[src/rtl/msr_pkg.sv]
// shared constants and types for the motor speed ramp block
`default_nettype none
package msr_pkg;

    // command kinds carried on the input tuser
    localparam logic [2:0] FUNC_SET   = 3'd0;
    localparam logic [2:0] FUNC_RAMP  = 3'd1;
    localparam logic [2:0] FUNC_STOP  = 3'd2;
    localparam logic [2:0] FUNC_ESTOP = 3'd3;
    localparam logic [2:0] FUNC_BRAKE = 3'd4;

    // configuration register indexes
    localparam logic [1:0] REG_TRIM  = 2'd0;
    localparam logic [1:0] REG_FLOOR = 2'd1;
    localparam logic [1:0] REG_STEP  = 2'd2;

    localparam int SPEED_MAX      = 255;
    localparam int TRIM_LIMIT     = 50;
    localparam int DEADBAND_LIMIT = 150;
    localparam int STEP_RESET     = 10;

    // shared multiplier operand and product widths
    localparam int MUL_A_W = 16;
    localparam int MUL_B_W = 17;
    localparam int MUL_P_W = MUL_A_W + MUL_B_W;

    // floor(x / 100) = (x * 5243) >> 19 for x below 2^14
    localparam logic [MUL_B_W-1:0] RECIP_100   = 17'd5243;
    localparam int                 SHIFT_100   = 19;
    // floor(x / 254) = (x * 66053) >> 24 for x below 2^16
    localparam logic [MUL_B_W-1:0] RECIP_254   = 17'd66053;
    localparam int                 SHIFT_254   = 24;

    // one result as it sits in the output register
    typedef struct packed {
        logic       estop_active;
        logic [8:0] speed_now;
        logic       dir_reverse_pin;
        logic       dir_forward_pin;
        logic [7:0] pwm_duty;
    } result_t;

endpackage
`default_nettype wire

[src/rtl/msr_mul.sv]
// shared unsigned multiplier with registered product
`default_nettype none
module msr_mul (
    input  wire logic                        aclk,
    input  wire logic [msr_pkg::MUL_A_W-1:0] a_in,
    input  wire logic [msr_pkg::MUL_B_W-1:0] b_in,
    output logic      [msr_pkg::MUL_P_W-1:0] prod_out
);
    import msr_pkg::*;

    logic [MUL_P_W-1:0] prod_reg;

    always_ff @(posedge aclk) begin
        prod_reg <= MUL_P_W'(a_in) * MUL_P_W'(b_in);
    end

    assign prod_out = prod_reg;

endmodule
`default_nettype wire

[src/rtl/motor_speed_ramp_trim_deadband_core.sv]
// top level: h-bridge command sequencer with ramp, trim and deadband mapping
`default_nettype none
// Takes one motor command per request (kind on s_tuser, signed speed on s_tdata)
// and returns one result, or two for brake, on the m_ side with tlast marking
// the final one. Set speed and ramp step pass through one shared 16x17
// multiplier four times (trim product, divide by 100, deadband scale, divide
// by 254), or only the first two when the trimmed speed is zero; stop,
// emergency stop, brake and ignored commands do not use it. Each result step
// waits further while the previous result still sits unaccepted on m_tready.
// The block takes no new command while one is in work, but does take one
// while a finished result still waits on m_tready.
// Configuration writes are taken at any time and saturate into range; write
// only while idle. The emergency latch is cleared by reset only.
module motor_speed_ramp_trim_deadband_core (
    input  wire logic        aclk,
    input  wire logic        aresetn,
    // command request
    input  wire logic        s_tvalid,
    output logic             s_tready,
    input  wire logic [15:0] s_tdata,    // [15:0] speed_command
    input  wire logic [2:0]  s_tuser,    // [2:0] func
    // result request
    output logic             m_tvalid,
    input  wire logic        m_tready,
    output logic [23:0]      m_tdata,    // [7:0] pwm_duty, [8] dir_forward_pin,
                                         // [9] dir_reverse_pin, [18:10] speed_now,
                                         // [19] estop_active, [23:20] zero
    output logic             m_tlast,    // last_of_run
    // configuration writes
    input  wire logic        cfg_valid,
    output logic             cfg_ready,
    input  wire logic [1:0]  cfg_index,
    input  wire logic [7:0]  cfg_data
);
    import msr_pkg::*;

    // sequencer states
    localparam logic [3:0] S_IDLE = 4'd0;
    localparam logic [3:0] S_DEC  = 4'd1;
    localparam logic [3:0] S_MUL1 = 4'd2;  // |trim| * |speed|
    localparam logic [3:0] S_MUL2 = 4'd3;  // product / 100
    localparam logic [3:0] S_ADD  = 4'd4;  // add trim, clamp, set pins
    localparam logic [3:0] S_MUL3 = 4'd5;  // (mag - 1) * (255 - floor)
    localparam logic [3:0] S_MUL4 = 4'd6;  // scaled / 254
    localparam logic [3:0] S_FIN  = 4'd7;  // add floor
    localparam logic [3:0] S_BRK  = 4'd8;  // brake pulse result
    localparam logic [3:0] S_EMIT = 4'd9;  // final result

    // control and architectural state
    logic [3:0]        state_reg, state_next;
    logic signed [8:0] cur_reg, cur_next;
    logic              latch_reg, latch_next;
    logic [7:0]        duty_reg, duty_next;
    logic              pin_a_reg, pin_a_next;
    logic              pin_b_reg, pin_b_next;
    logic signed [6:0] trim_reg, trim_next;
    logic [7:0]        floor_reg, floor_next;
    logic [7:0]        step_reg, step_next;
    logic              m_tvalid_reg, m_tvalid_next;

    // payload
    logic [2:0]        func_reg, func_next;
    logic signed [15:0] cmd_reg, cmd_next;
    logic signed [8:0] s_reg, s_next;
    logic [7:0]        mag_reg, mag_next;
    result_t           res_reg, res_next;
    logic              m_tlast_reg, m_tlast_next;

    // shared multiplier
    logic [MUL_A_W-1:0] mul_a;
    logic [MUL_B_W-1:0] mul_b;
    logic [MUL_P_W-1:0] prod;

    msr_mul u_mul (
        .aclk     (aclk),
        .a_in     (mul_a),
        .b_in     (mul_b),
        .prod_out (prod)
    );

    // datapath helpers
    logic signed [8:0]  tgt;
    logic signed [10:0] up_sum, dn_sum;
    logic signed [8:0]  ramp_speed;
    logic [7:0]         s_mag;
    logic [5:0]         trim_mag;
    logic [6:0]         quot;
    logic signed [10:0] t_wide;
    logic signed [8:0]  t_clamped;
    logic               out_free;
    logic signed [6:0]  cfg_trim;

    assign s_tready  = (state_reg == S_IDLE);
    assign cfg_ready = 1'b1;
    assign m_tvalid  = m_tvalid_reg;
    assign m_tdata   = {4'd0, res_reg};
    assign m_tlast   = m_tlast_reg;

    assign out_free = !m_tvalid_reg || m_tready;

    always_comb begin
        // clamp the raw command to the speed range
        if (cmd_reg > 16'sd255) begin
            tgt = 9'sd255;
        end else if (cmd_reg < -16'sd255) begin
            tgt = -9'sd255;
        end else begin
            tgt = cmd_reg[8:0];
        end
        // move current speed at most one step toward the target
        up_sum = 11'(cur_reg) + $signed({3'b000, step_reg});
        dn_sum = 11'(cur_reg) - $signed({3'b000, step_reg});
        if (cur_reg < tgt) begin
            ramp_speed = (up_sum < 11'(tgt)) ? up_sum[8:0] : tgt;
        end else if (cur_reg > tgt) begin
            ramp_speed = (dn_sum > 11'(tgt)) ? dn_sum[8:0] : tgt;
        end else begin
            ramp_speed = cur_reg;
        end

        s_mag    = s_reg[8] ? 8'(-s_reg) : s_reg[7:0];
        trim_mag = trim_reg[6] ? 6'(-trim_reg) : trim_reg[5:0];

        // truncating divide: quotient of the magnitude, sign applied after
        quot   = prod[SHIFT_100 +: 7];
        t_wide = (trim_reg[6] ^ s_reg[8]) ? 11'(s_reg) - $signed({4'b0000, quot})
                                          : 11'(s_reg) + $signed({4'b0000, quot});
        if (t_wide > 11'sd255) begin
            t_clamped = 9'sd255;
        end else if (t_wide < -11'sd255) begin
            t_clamped = -9'sd255;
        end else begin
            t_clamped = t_wide[8:0];
        end

        cfg_trim = $signed(cfg_data[6:0]);
    end

    // operand select for the shared multiplier
    always_comb begin
        case (state_reg)
            S_MUL1: begin
                mul_a = MUL_A_W'(trim_mag);
                mul_b = MUL_B_W'(s_mag);
            end
            S_MUL2: begin
                mul_a = MUL_A_W'(prod[13:0]);
                mul_b = RECIP_100;
            end
            S_MUL3: begin
                mul_a = MUL_A_W'(mag_reg - 8'd1);
                mul_b = MUL_B_W'(8'd255 - floor_reg);
            end
            S_MUL4: begin
                mul_a = prod[MUL_A_W-1:0];
                mul_b = RECIP_254;
            end
            default: begin
                mul_a = '0;
                mul_b = '0;
            end
        endcase
    end

    always_comb begin
        state_next    = state_reg;
        cur_next      = cur_reg;
        latch_next    = latch_reg;
        duty_next     = duty_reg;
        pin_a_next    = pin_a_reg;
        pin_b_next    = pin_b_reg;
        trim_next     = trim_reg;
        floor_next    = floor_reg;
        step_next     = step_reg;
        m_tvalid_next = m_tvalid_reg;
        func_next     = func_reg;
        cmd_next      = cmd_reg;
        s_next        = s_reg;
        mag_next      = mag_reg;
        res_next      = res_reg;
        m_tlast_next  = m_tlast_reg;

        // downstream took the held result
        if (m_tvalid_reg && m_tready) begin
            m_tvalid_next = 1'b0;
        end

        // configuration writes saturate into range
        if (cfg_valid) begin
            case (cfg_index)
                REG_TRIM: begin
                    if (cfg_trim > 7'sd50) begin
                        trim_next = 7'sd50;
                    end else if (cfg_trim < -7'sd50) begin
                        trim_next = -7'sd50;
                    end else begin
                        trim_next = cfg_trim;
                    end
                end
                REG_FLOOR: begin
                    floor_next = (cfg_data > 8'(DEADBAND_LIMIT)) ? 8'(DEADBAND_LIMIT)
                                                                   : cfg_data;
                end
                REG_STEP: begin
                    step_next = (cfg_data == 8'd0) ? 8'd1 : cfg_data;
                end
                default: begin
                end
            endcase
        end

        case (state_reg)
            S_IDLE: begin
                if (s_tvalid) begin
                    func_next  = s_tuser;
                    cmd_next   = $signed(s_tdata);
                    state_next = S_DEC;
                end
            end
            S_DEC: begin
                state_next = S_EMIT;
                case (func_reg)
                    FUNC_SET: begin
                        if (!latch_reg) begin
                            s_next     = tgt;
                            state_next = S_MUL1;
                        end
                    end
                    FUNC_RAMP: begin
                        if (!latch_reg) begin
                            s_next     = ramp_speed;
                            state_next = S_MUL1;
                        end
                    end
                    FUNC_STOP: begin
                        cur_next  = '0;
                        duty_next = '0;
                    end
                    FUNC_ESTOP: begin
                        latch_next = 1'b1;
                        cur_next   = '0;
                        duty_next  = '0;
                        pin_a_next = 1'b0;
                        pin_b_next = 1'b0;
                    end
                    FUNC_BRAKE: begin
                        duty_next  = 8'd255;
                        pin_a_next = 1'b1;
                        pin_b_next = 1'b1;
                        state_next = S_BRK;
                    end
                    default: begin
                    end
                endcase
            end
            S_MUL1: begin
                state_next = S_MUL2;
            end
            S_MUL2: begin
                state_next = S_ADD;
            end
            S_ADD: begin
                cur_next   = t_clamped;
                pin_a_next = !t_clamped[8];
                pin_b_next = t_clamped[8];
                mag_next   = t_clamped[8] ? 8'(-t_clamped) : t_clamped[7:0];
                if (t_clamped == 9'sd0) begin
                    duty_next  = '0;
                    state_next = S_EMIT;
                end else begin
                    state_next = S_MUL3;
                end
            end
            S_MUL3: begin
                state_next = S_MUL4;
            end
            S_MUL4: begin
                state_next = S_FIN;
            end
            S_FIN: begin
                duty_next  = prod[SHIFT_254 +: 8] + floor_reg;
                state_next = S_EMIT;
            end
            S_BRK: begin
                // full-duty pulse, then fall into a stop
                if (out_free) begin
                    res_next      = '{latch_reg, cur_reg, pin_b_reg, pin_a_reg, duty_reg};
                    m_tlast_next  = 1'b0;
                    m_tvalid_next = 1'b1;
                    cur_next      = '0;
                    duty_next     = '0;
                    state_next    = S_EMIT;
                end
            end
            S_EMIT: begin
                if (out_free) begin
                    res_next      = '{latch_reg, cur_reg, pin_b_reg, pin_a_reg, duty_reg};
                    m_tlast_next  = 1'b1;
                    m_tvalid_next = 1'b1;
                    state_next    = S_IDLE;
                end
            end
            default: begin
                state_next = S_IDLE;
            end
        endcase
    end

    always_ff @(posedge aclk) begin
        if (!aresetn) begin
            state_reg    <= S_IDLE;
            cur_reg      <= '0;
            latch_reg    <= 1'b0;
            duty_reg     <= '0;
            pin_a_reg    <= 1'b0;
            pin_b_reg    <= 1'b0;
            trim_reg     <= '0;
            floor_reg    <= '0;
            step_reg     <= 8'(STEP_RESET);
            m_tvalid_reg <= 1'b0;
        end else begin
            state_reg    <= state_next;
            cur_reg      <= cur_next;
            latch_reg    <= latch_next;
            duty_reg     <= duty_next;
            pin_a_reg    <= pin_a_next;
            pin_b_reg    <= pin_b_next;
            trim_reg     <= trim_next;
            floor_reg    <= floor_next;
            step_reg     <= step_next;
            m_tvalid_reg <= m_tvalid_next;
        end
    end

    always_ff @(posedge aclk) begin
        func_reg    <= func_next;
        cmd_reg     <= cmd_next;
        s_reg       <= s_next;
        mag_reg     <= mag_next;
        res_reg     <= res_next;
        m_tlast_reg <= m_tlast_next;
    end

endmodule
`default_nettype wire

[config.mk]
export PLATFORM = sky130hd
export DESIGN_NAME = motor_speed_ramp_trim_deadband_core
export DESIGN_NICKNAME = d
export VERILOG_FILES = /design/src/rtl/msr_pkg.sv /design/src/rtl/msr_mul.sv /design/src/rtl/motor_speed_ramp_trim_deadband_core.sv
export SDC_FILE = /design/constraint.sdc
export NUM_CORES = 1
export LEC_CHECK = 0
export ABC_AREA = 1
export BUFFER_PORTS_ARGS = -buffer_cell sky130_fd_sc_hd__buf_2
export CAP_MARGIN = 20
export CORE_UTILIZATION = 58
export DETAILED_ROUTE_END_ITERATION = 6
export GPL_TIMING_DRIVEN = 0
export PLACE_DENSITY = 0.78
export SYNTH_ARGS = -nofsm -noshare
export SYNTH_HDL_FRONTEND = slang
export SYNTH_SLANG_ARGS = --single-unit
[constraint.sdc]
create_clock -name aclk -period 6.5 [get_ports aclk]
set_input_delay 0.325 -clock aclk [delete_from_list [all_inputs] [get_ports aclk]]
set_output_delay 0.325 -clock aclk [all_outputs]
set_load 0.01 [all_outputs]
==> metrics, run 1 <==
status=finished with violations; failing checks=negative setup slack; critical path launch point=mag_reg[0]; hpwl dp=33140 um; count of final max-slew check failures=0; gpl congestion=1.016; Max-Slew Margin vs Limit=27.99%; Rows=59; CP Depth=30; initial antenna violation count=0; Seq cells post-synth=134; Setup crit end kind=register; hold slack=63.94 ps; Crit Path Category=register to register; final hold violations=0; CP Buf/Inv Count=10; number of synthesized flops with an enable pin=57; CTS Sinks=134; Placed Area=0.01608 mm2; Pleak=9.364 nW; Most used DFF post-synth=dfxtp_1; CTS Buffer Depth=2; Ports=62; Largest register FFs=29; Pwr Total=3.341 mW; CTS tree=built; max incr delay on CP=610 ps; number of nets in the layout=2481; largest net degree at the start of global routing=18; Pre-antenna DRT Iters=6; Pwr Density=184.4 mW/mm2; Placed Cells=2351; Synth area leaders=fa_1 18%, ha_1 16%, edfxtp_1 11%, inv_1 11%, dfxtp_1 10%; Worst setup endpoint=u_mul.prod_out[31]; most instantiated cells after synthesis=448 x inv_1, 283 x nand2_1, 201 x nor2_1, 199 x ha_1, 135 x fa_1; PortBufs=55; Tot GR Track Use=32.42%; register area share after synthesis=21.27%; synthesized area=0.01529 mm2; Syn. warnings=0; R2R Path End=u_mul.prod_out[31]; max-cap violation count=0; Worst R2R Setup Slack=-250 ps; Synth area leader=fa_1; vias in the first global route=13.62k; die footprint=0.02702 mm2; starting density of the core=58.85%; Fmax=0.1481 GHz; vias per inst=5.651; Area Overhead vs Synth=18.49%; CP max FO=5; Hold Crit Class=input port to register; post-route setup slack=-253.3 ps; kind of cell adding the most delay to the critical path=adder cells; Post-DRT Antenna Nets=0; VDD IR-drop max=0.0001703 V; Routed wire per std cell=17.69 um; CP Data Arrival Time=7080 ps; part of the cycle the worst path needs=103.9%; dominant cell by count in the synthesized netlist=inv_1; slowest CP cell=fa_1; final WL=43550 um; Die W=164.4 um; H-tree levels=4; Worst Setup Start Kind=register; first-pass GRT wire length=67320 um; endpoints failing setup=12; number of hold buffers added after CTS=0; CORE AREA=0.02598 mm2; Syn Inst Count=1949; Fillers=1979; # diodes=0; root buffer cell=clkbuf_16; Net Switching=1.350 mW; TritonCTS Buffers=17; clock power share=29.4%; unrepaired setup endpoints after global routing=yes; final setup skew=24.12 ps; drt drc=0; crit path time final=6753 ps; layout cell share with drive strength beyond 1=19.19%; post-synth cell types=57; Combinational Power Share=37.0%; reg2reg path depth=30; Slew @ Worst Pin=1063 ps; total internal power=1.991 mW; worst-skew pair later-pin latency=440 ps; Vias=13.91k; die height=164.4 um; Synth async-reset ratio=0%; Reg power frac=33.5%; area share of the largest cell type after synthesis=17.67%; Crit path required time=6830 ps; Syn Area/Cell=7.846 um2; switch share=40.41%; post-route cell area=0.01812 mm2; DRT iter0 DRCs=1201; final cell count without fillers=2461; Reg2Reg Launch Point=mag_reg[0]; Overflow after GRT=0; Clock transition at path regs=80 ps; hold_sp=s_tdata[4]
==> metrics by stage <==
stage	setup TNS [ps]	worst slack, ps	utilization (%)
2_1_floorplan	0	5.873	-
3_3_place_gp	-25590	-2023	61.67
3_5_place_dp	-26530	-2081	61.88
4_1_cts	-54.91	-45.06	68.19
5_1_grt	-5303	-509.2	69.73
6_report	-1764	-253.3	69.73
==> layout by cell type, fill, tap and decap left out, types with 57 or more instances in the layout <==
cell type and n:
nand2_1 263, a21oi_1 115, inv_1 417, o21ai_0 81, nor2_1 177, dfxtp_1 74, buf_4 81, fa_1 125
edfxtp_1 57, ha_1 182
==> power groups by stage <==
stage,clock (mW),combinational [mW],sequential (mW)
after detailed placement,0,1.12,1.13
after floorplan,0,0.798,1.12
final,0.984,1.24,1.12
after global routing,1.02,1.36,1.13
after CTS,0.984,1.19,1.12
after global placement,0,1.07,1.13
==> worst reg2reg max path, delay by kind of cell, from the launching register on <==
kind                     cells  cell delay [ps]
flip-flops                   1              410
adder cells (fa/ha/maj)      8             3590
buffers and inverters       10              890
XOR/XNOR                     1              230
AO/OA/AOI/OAI                5              780
AND/OR/NAND/NOR              6              750
==> kinds of logic (layout without fill, tap and decap cells) <==
kind of cell | Yosys count | after routing | synth area share (%)
adder cells (fa/ha/maj) | 334 | 334 | 33.96
XOR/XNOR | 56 | 56 | 3.256
buffers and inverters | 495 | 665 | 12.50
multiplexers | 1 | 1 | 0.06546
AO/OA/AOI/OAI | 310 | 310 | 11.63
AND/OR/NAND/NOR | 617 | 617 | 17.27
other | 2 | 9 | 0.04911
flip-flops | 134 | 134 | 21.27
==> worst min-delay path by stage <==
stage	endpoint	slack, ps	depth (start not counted)
global placement	m_tdata[8]	420	0
CTS	cmd_reg[6]	60	1
finish	cmd_reg[4]	60	1
detailed placement	m_tdata[8]	430	0
global route	cmd_reg[1]	60	1
floorplan	m_tdata[8]	410	0
==> timing repair <==
item,in CTS,in global routing
endpoints found under the setup margin,21,17
gates resized for setup,169,67
pin swaps,72,58
gates cloned,0,0
buffers inserted,56,26
==> final cells by class <==
class                   count  area [um2]  share of cell area [%]
inverters                 461        1754                   9.681
clock buffers              18       450.4                   2.486
plain buffers              34       239.0                   1.319
multi-input cells        1327       10920                   60.24
flip-flops and latches    134        3257                   17.97
clock inverters            14       146.4                  0.8079
well taps                 335       419.2                   2.313
repair buffers            138       938.4                   5.179
==> metal layers <==
metal | track usage, % | part of all wire, % | vias up
li1 | - | - | 6480
met1 | 41.40 | 40 | 6615
met2 | 52.76 | 47 | 647
met3 | 7.107 | 8.9 | 164
met4 | 14.26 | 4.4 | 0
met5 | 0 | 0 | -
Power figures use the tool's default switching activity.
==> run 2, diff against run 1 <==
--- a/config.mk
+++ b/config.mk
@@ -8,10 +8,10 @@
 export ABC_AREA = 1
 export BUFFER_PORTS_ARGS = -buffer_cell sky130_fd_sc_hd__buf_2
 export CAP_MARGIN = 20
-export CORE_UTILIZATION = 58
+export CORE_UTILIZATION = 49
 export DETAILED_ROUTE_END_ITERATION = 6
 export GPL_TIMING_DRIVEN = 0
-export PLACE_DENSITY = 0.78
+export PLACE_DENSITY = 0.67
 export SYNTH_ARGS = -nofsm -noshare
 export SYNTH_HDL_FRONTEND = slang
 export SYNTH_SLANG_ARGS = --single-unit
==> metrics, run 2 (synthesized netlist as in run 1, its figures left out) <==
status=finished with violations; failing checks=negative setup slack; most frequent cells in the layout=417 x inv_1, 271 x nand2_1, 181 x ha_1, 177 x nor2_1, 131 x fa_1; Placed Cells=2413; Pleak=9.330 nW; count of final max-slew check failures=0; met1 Use GR=36.33%; unrepaired setup endpoints after global routing=yes; Tot GR Track Use=27.25%; Ports=62; die height=178.7 um; final setup skew=13.76 ps; hpwl dp=33490 um; max-cap violation count=0; Fmax=0.1513 GHz; post-route setup slack=-108.1 ps; first-pass GRT wire length=66270 um; CP Data Arrival Time=6920 ps; Crit path top cell by count=fa_1; Max-Slew Margin vs Limit=30.30%; Crit Path Category=register to register; CTS Buffer Depth=2; PortBufs=55; crit path time final=6608 ps; Slew @ Worst Pin=1035 ps; Place WS=-2186 ps; most common cell after layout, fill and taps aside=inv_1; slowest CP cell=clkbuf_1; Largest register FFs=29; die footprint=0.03192 mm2; met3 track demand over resource=6.107%; DRT iter0 DRCs=930; met2 Track Usage GR=43.65%; Clock transition at path regs=70 ps; initial antenna violation count=0; H-tree levels=4; CTS Sinks=134; endpoints failing setup=7; Hold Crit Class=input port to register; part of the cycle the worst path needs=101.7%; final hold violations=0; Setup crit end kind=register; layout cell share with drive strength beyond 1=18.06%; # diodes=0; Fillers=2763; vias in the first global route=12.90k; CTS tree=built; starting density of the core=49.86%; number of nets in the layout=2476; Placed Area=0.01617 mm2; gpl congestion=0.9128; VDD IR-drop max=0.0001619 V; busiest grt layer=met2; Routed wire per std cell=16.76 um; root buffer cell=clkbuf_16; Vias=13.28k; post-route cell area=0.01810 mm2; CP max FO=10; Pre-antenna DRT Iters=6; Pwr Density=184.4 mW/mm2; Rows=64; vias per inst=5.276; multi-input logic area=0.01085 mm2; number of hold buffers added after CTS=0; CORE AREA=0.03067 mm2; worst-skew pair later-pin latency=430 ps; setup tns final=-468.8 ps; Overflow after GRT=0; TritonCTS Buffers=17; Area Overhead vs Synth=18.38%; largest net degree at the start of global routing=18; Post-DRT Antenna Nets=0; max incr delay on CP=600 ps; final WL=42180 um; Crit path required time=6810 ps; drt drc=0; Storage cell area=0.003257 mm2; Die W=178.7 um; final core occ=59.03%; final cell count without fillers=2517; Worst Setup Start Kind=register
-- run 2: cell types whose count changed in the layout (fill, tap and decap cells not counted), moves of 3 or more --
cell / delta
a21oi_4: -4
buf_4: -5
buf_8: +5
fa_1: +6
fa_2: -6
nand2_1: +8
nand2_2: -8
o21ai_0: -3
o21ai_4: +3
-- run 2: where the power goes --
part	total, mW	switching (mW)	internal, mW
Sequential	1.12	0.0794	1.04
Clock	0.982	0.427	0.555
Combinational	1.24	0.806	0.435
-- run 2: layout make-up --
class                   count  area share, %
flip-flops and latches    134          17.99
plain buffers              34          1.382
repair buffers            133          4.997
well taps                 396          2.737
multi-input cells        1327          59.96
clock buffers              18          2.426
clock inverters            14         0.8777
inverters                 461          9.634
-- run 2: worst paths after layout --
path,startpoint,to,slack [ps],cells past startpoint
worst max-delay path,state_reg[3],u_mul.prod_out[19],-110,28
worst min-delay path,s_tdata[6],cmd_reg[6],70,1
worst max register to register,state_reg[3],u_mul.prod_out[19],-110,28
worst min register to register,pin_a_reg,m_tdata[8],430,0
-- run 2: stage by stage --
| stage | hold WS [ps] | total power, mW |
|---|---|---|
| final | 66.11 | 3.338 |
| after global routing | 48.50 | 3.534 |
| after CTS | 52.20 | 3.301 |
| after detailed placement | 415.1 | 2.253 |
| after global placement | 425.2 | 2.209 |
| after floorplan | 408.6 | 1.916 |
-- run 2: routing by layer --
metal,share of wire (%),vias up
met5,0,-
met4,3.3,0
met3,7.6,95
met2,46,446
met1,43,6272
li1,-,6466
-- run 2: critical path, delay by kind of cell, from the launching register on --
family	cells	cell delay, ps
fa+ha+maj	7	3170
buf+inv	11	1610
compound gates	3	610
simple gates	6	560
flops	1	380
xor+xnor	1	130
-- run 2: what timing repair did --
item | 4_1_cts | 5_1_grt
endpoints found under the hold margin | 0 | 0
endpoints found under the setup margin | 21 | 14
gates resized for setup | 159 | 63
pin swaps | 64 | 49
buffers inserted | 47 | 25
==> run 3, diff against run 2 <==
--- a/config.mk
+++ b/config.mk
@@ -10,7 +10,7 @@
 export CAP_MARGIN = 20
 export CORE_UTILIZATION = 49
 export DETAILED_ROUTE_END_ITERATION = 6
-export GPL_TIMING_DRIVEN = 0
+export MAX_ROUTING_LAYER = met4
 export PLACE_DENSITY = 0.67
 export SYNTH_ARGS = -nofsm -noshare
 export SYNTH_HDL_FRONTEND = slang
==> metrics, run 3 (synthesized netlist as in run 1, its figures left out) <==
number of nets in the layout=2550; CORE AREA=0.03067 mm2; Routed wire per std cell=16.75 um; vias in the first global route=13.04k; Place WS=-342.3 ps; Overflow after GRT=0; die height=178.7 um; Crit path top cell by count=inv_2; hpwl dp=36210 um; final hold violations=0; Clock transition at path regs=70 ps; unrepaired setup endpoints after global routing=yes; root buffer cell=clkbuf_16; Net Switching=1.309 mW; Crit Path Category=register to register; post-route cell area=0.01845 mm2; failing checks=negative setup slack; Largest register FFs=29; Placed Area=0.01715 mm2; H-tree levels=4; final setup skew=17.31 ps; post-route setup slack=-46.18 ps; # diodes=0; Vias=13.43k; die footprint=0.03192 mm2; part of the cycle the worst path needs=100.7%; Slew @ Worst Pin=1032 ps; CP Data Arrival Time=6860 ps; Area Overhead vs Synth=20.62%; count of final max-slew check failures=0; Hold Crit Class=input port to register; first-pass GRT wire length=68120 um; Fillers=2721; Worst R2R Setup Slack=-50 ps; Max-Slew Margin vs Limit=30.96%; Storage cell area=0.003253 mm2; CTS Sinks=134; multi-input logic area=0.01063 mm2; max-cap violation count=0; Reg power frac=32.8%; Pleak=9.699 nW; Crit path required time=6810 ps; max incr delay on CP=610 ps; CTS tree=built; status=finished with violations; switch share=38.74%; kind of cell adding the most delay to the critical path=adder cells; Tot GR Track Use=29.07%; VDD IR-drop max=0.0001553 V; Pwr Density=183.1 mW/mm2; most frequent cells in the layout=422 x inv_1, 268 x nand2_1, 188 x nor2_1, 186 x ha_1, 174 x buf_4; Post-DRT Antenna Nets=0; CTS Buffer Depth=2; Reg2Reg Launch Point=mag_reg[1]; crit path time final=6546 ps; Die W=178.7 um; gpl congestion=0.9986; worst-skew pair later-pin latency=440 ps; TritonCTS Buffers=17; slowest CP cell=fa_2; Pwr Total=3.378 mW; drt drc=0; total internal power=2.069 mW; CP Buf/Inv Count=14; Worst Setup Start Kind=register; Combinational Power Share=36.9%; clock power share=30.3%; Fmax=0.1528 GHz; hold_sp=s_tdata[12]; most common cell after layout, fill and taps aside=inv_1; final WL=43390 um; Setup crit end kind=register; Rows=64; PortBufs=56; initial antenna violation count=0; DRT iter0 DRCs=1034; endpoints failing setup=3; layout cell share with drive strength beyond 1=20.23%; Ports=62; CP max FO=4; starting density of the core=49.86%; vias per inst=5.182; largest net degree at the start of global routing=29; critical path launch point=mag_reg[1]; Pre-antenna DRT Iters=6
[run 3: layout make-up]
class,instances,area share (%)
Clock buffer,18,2.442
Timing Repair Buffer,241,9.280
Tap cell,396,2.686
Multi-Input combinational cell,1327,57.65
Clock inverter,14,0.9158
Inverter,461,9.388
Sequential cell,134,17.64
[run 3: metrics by stage]
step / setup TNS, ps / util [%] / hold slack, ps / instances
CTS: -26.02 / 59.32 / 48.36 / 2583
global route: -3008 / 60.14 / 41.75 / 2591
detailed placement: -3183 / 55.92 / 428.2 / 2533
floorplan: 0 / - / 408.6 / 1956
global placement: -1995 / 55.92 / 426.7 / 2533
finish: -135.0 / 60.14 / 62.59 / 2591
[run 3: worst paths after layout]
path                              to  cells past startpoint
setup / recovery  u_mul.prod_out[27]                     36
hold / removal           cmd_reg[12]                      1
setup reg to reg  u_mul.prod_out[27]                     36
hold reg to reg           m_tdata[8]                      0
[run 3: repair_timing]
item / 4_1_cts / 5_1_grt
gates resized for setup: 77 / 66
pin swaps: 57 / 50
hold buffers: 0 / 0
buffers inserted: 19 / 9
setup endpoints to repair: 13 / 17
gates cloned: 0 / 0
[run 3: worst register-to-register path, delay by kind of cell, from the launching register on]
kind                     cells  cell delay (ps)
adder cells (fa/ha/maj)      8             3360
XOR/XNOR                     1              110
buffers and inverters       14             1110
flip-flops                   1              420
AO/OA/AOI/OAI                4              610
AND/OR/NAND/NOR              9              830
[run 3: power by group through the flow]
stage                     clock network (mW)  registers, mW  logic, mW
after CTS                               1.04           1.11       1.23
after global routing                    1.08           1.12       1.39
after global placement                     0           1.12       1.19
after detailed placement                   0           1.12       1.21
after floorplan                            0           1.12      0.798
final                                   1.02           1.11       1.25
[run 3: routing by layer]
| layer | vias up | wire, um | track usage, % |
|---|---|---|---|
| met4 | 0 | 988 | 7.662 |
| met3 | 72 | 3072 | 5.980 |
| li1 | 6609 | - | - |
| met5 | - | 0 | - |
| met1 | 6364 | 20100 | 39.83 |
| met2 | 382 | 19230 | 43.60 |
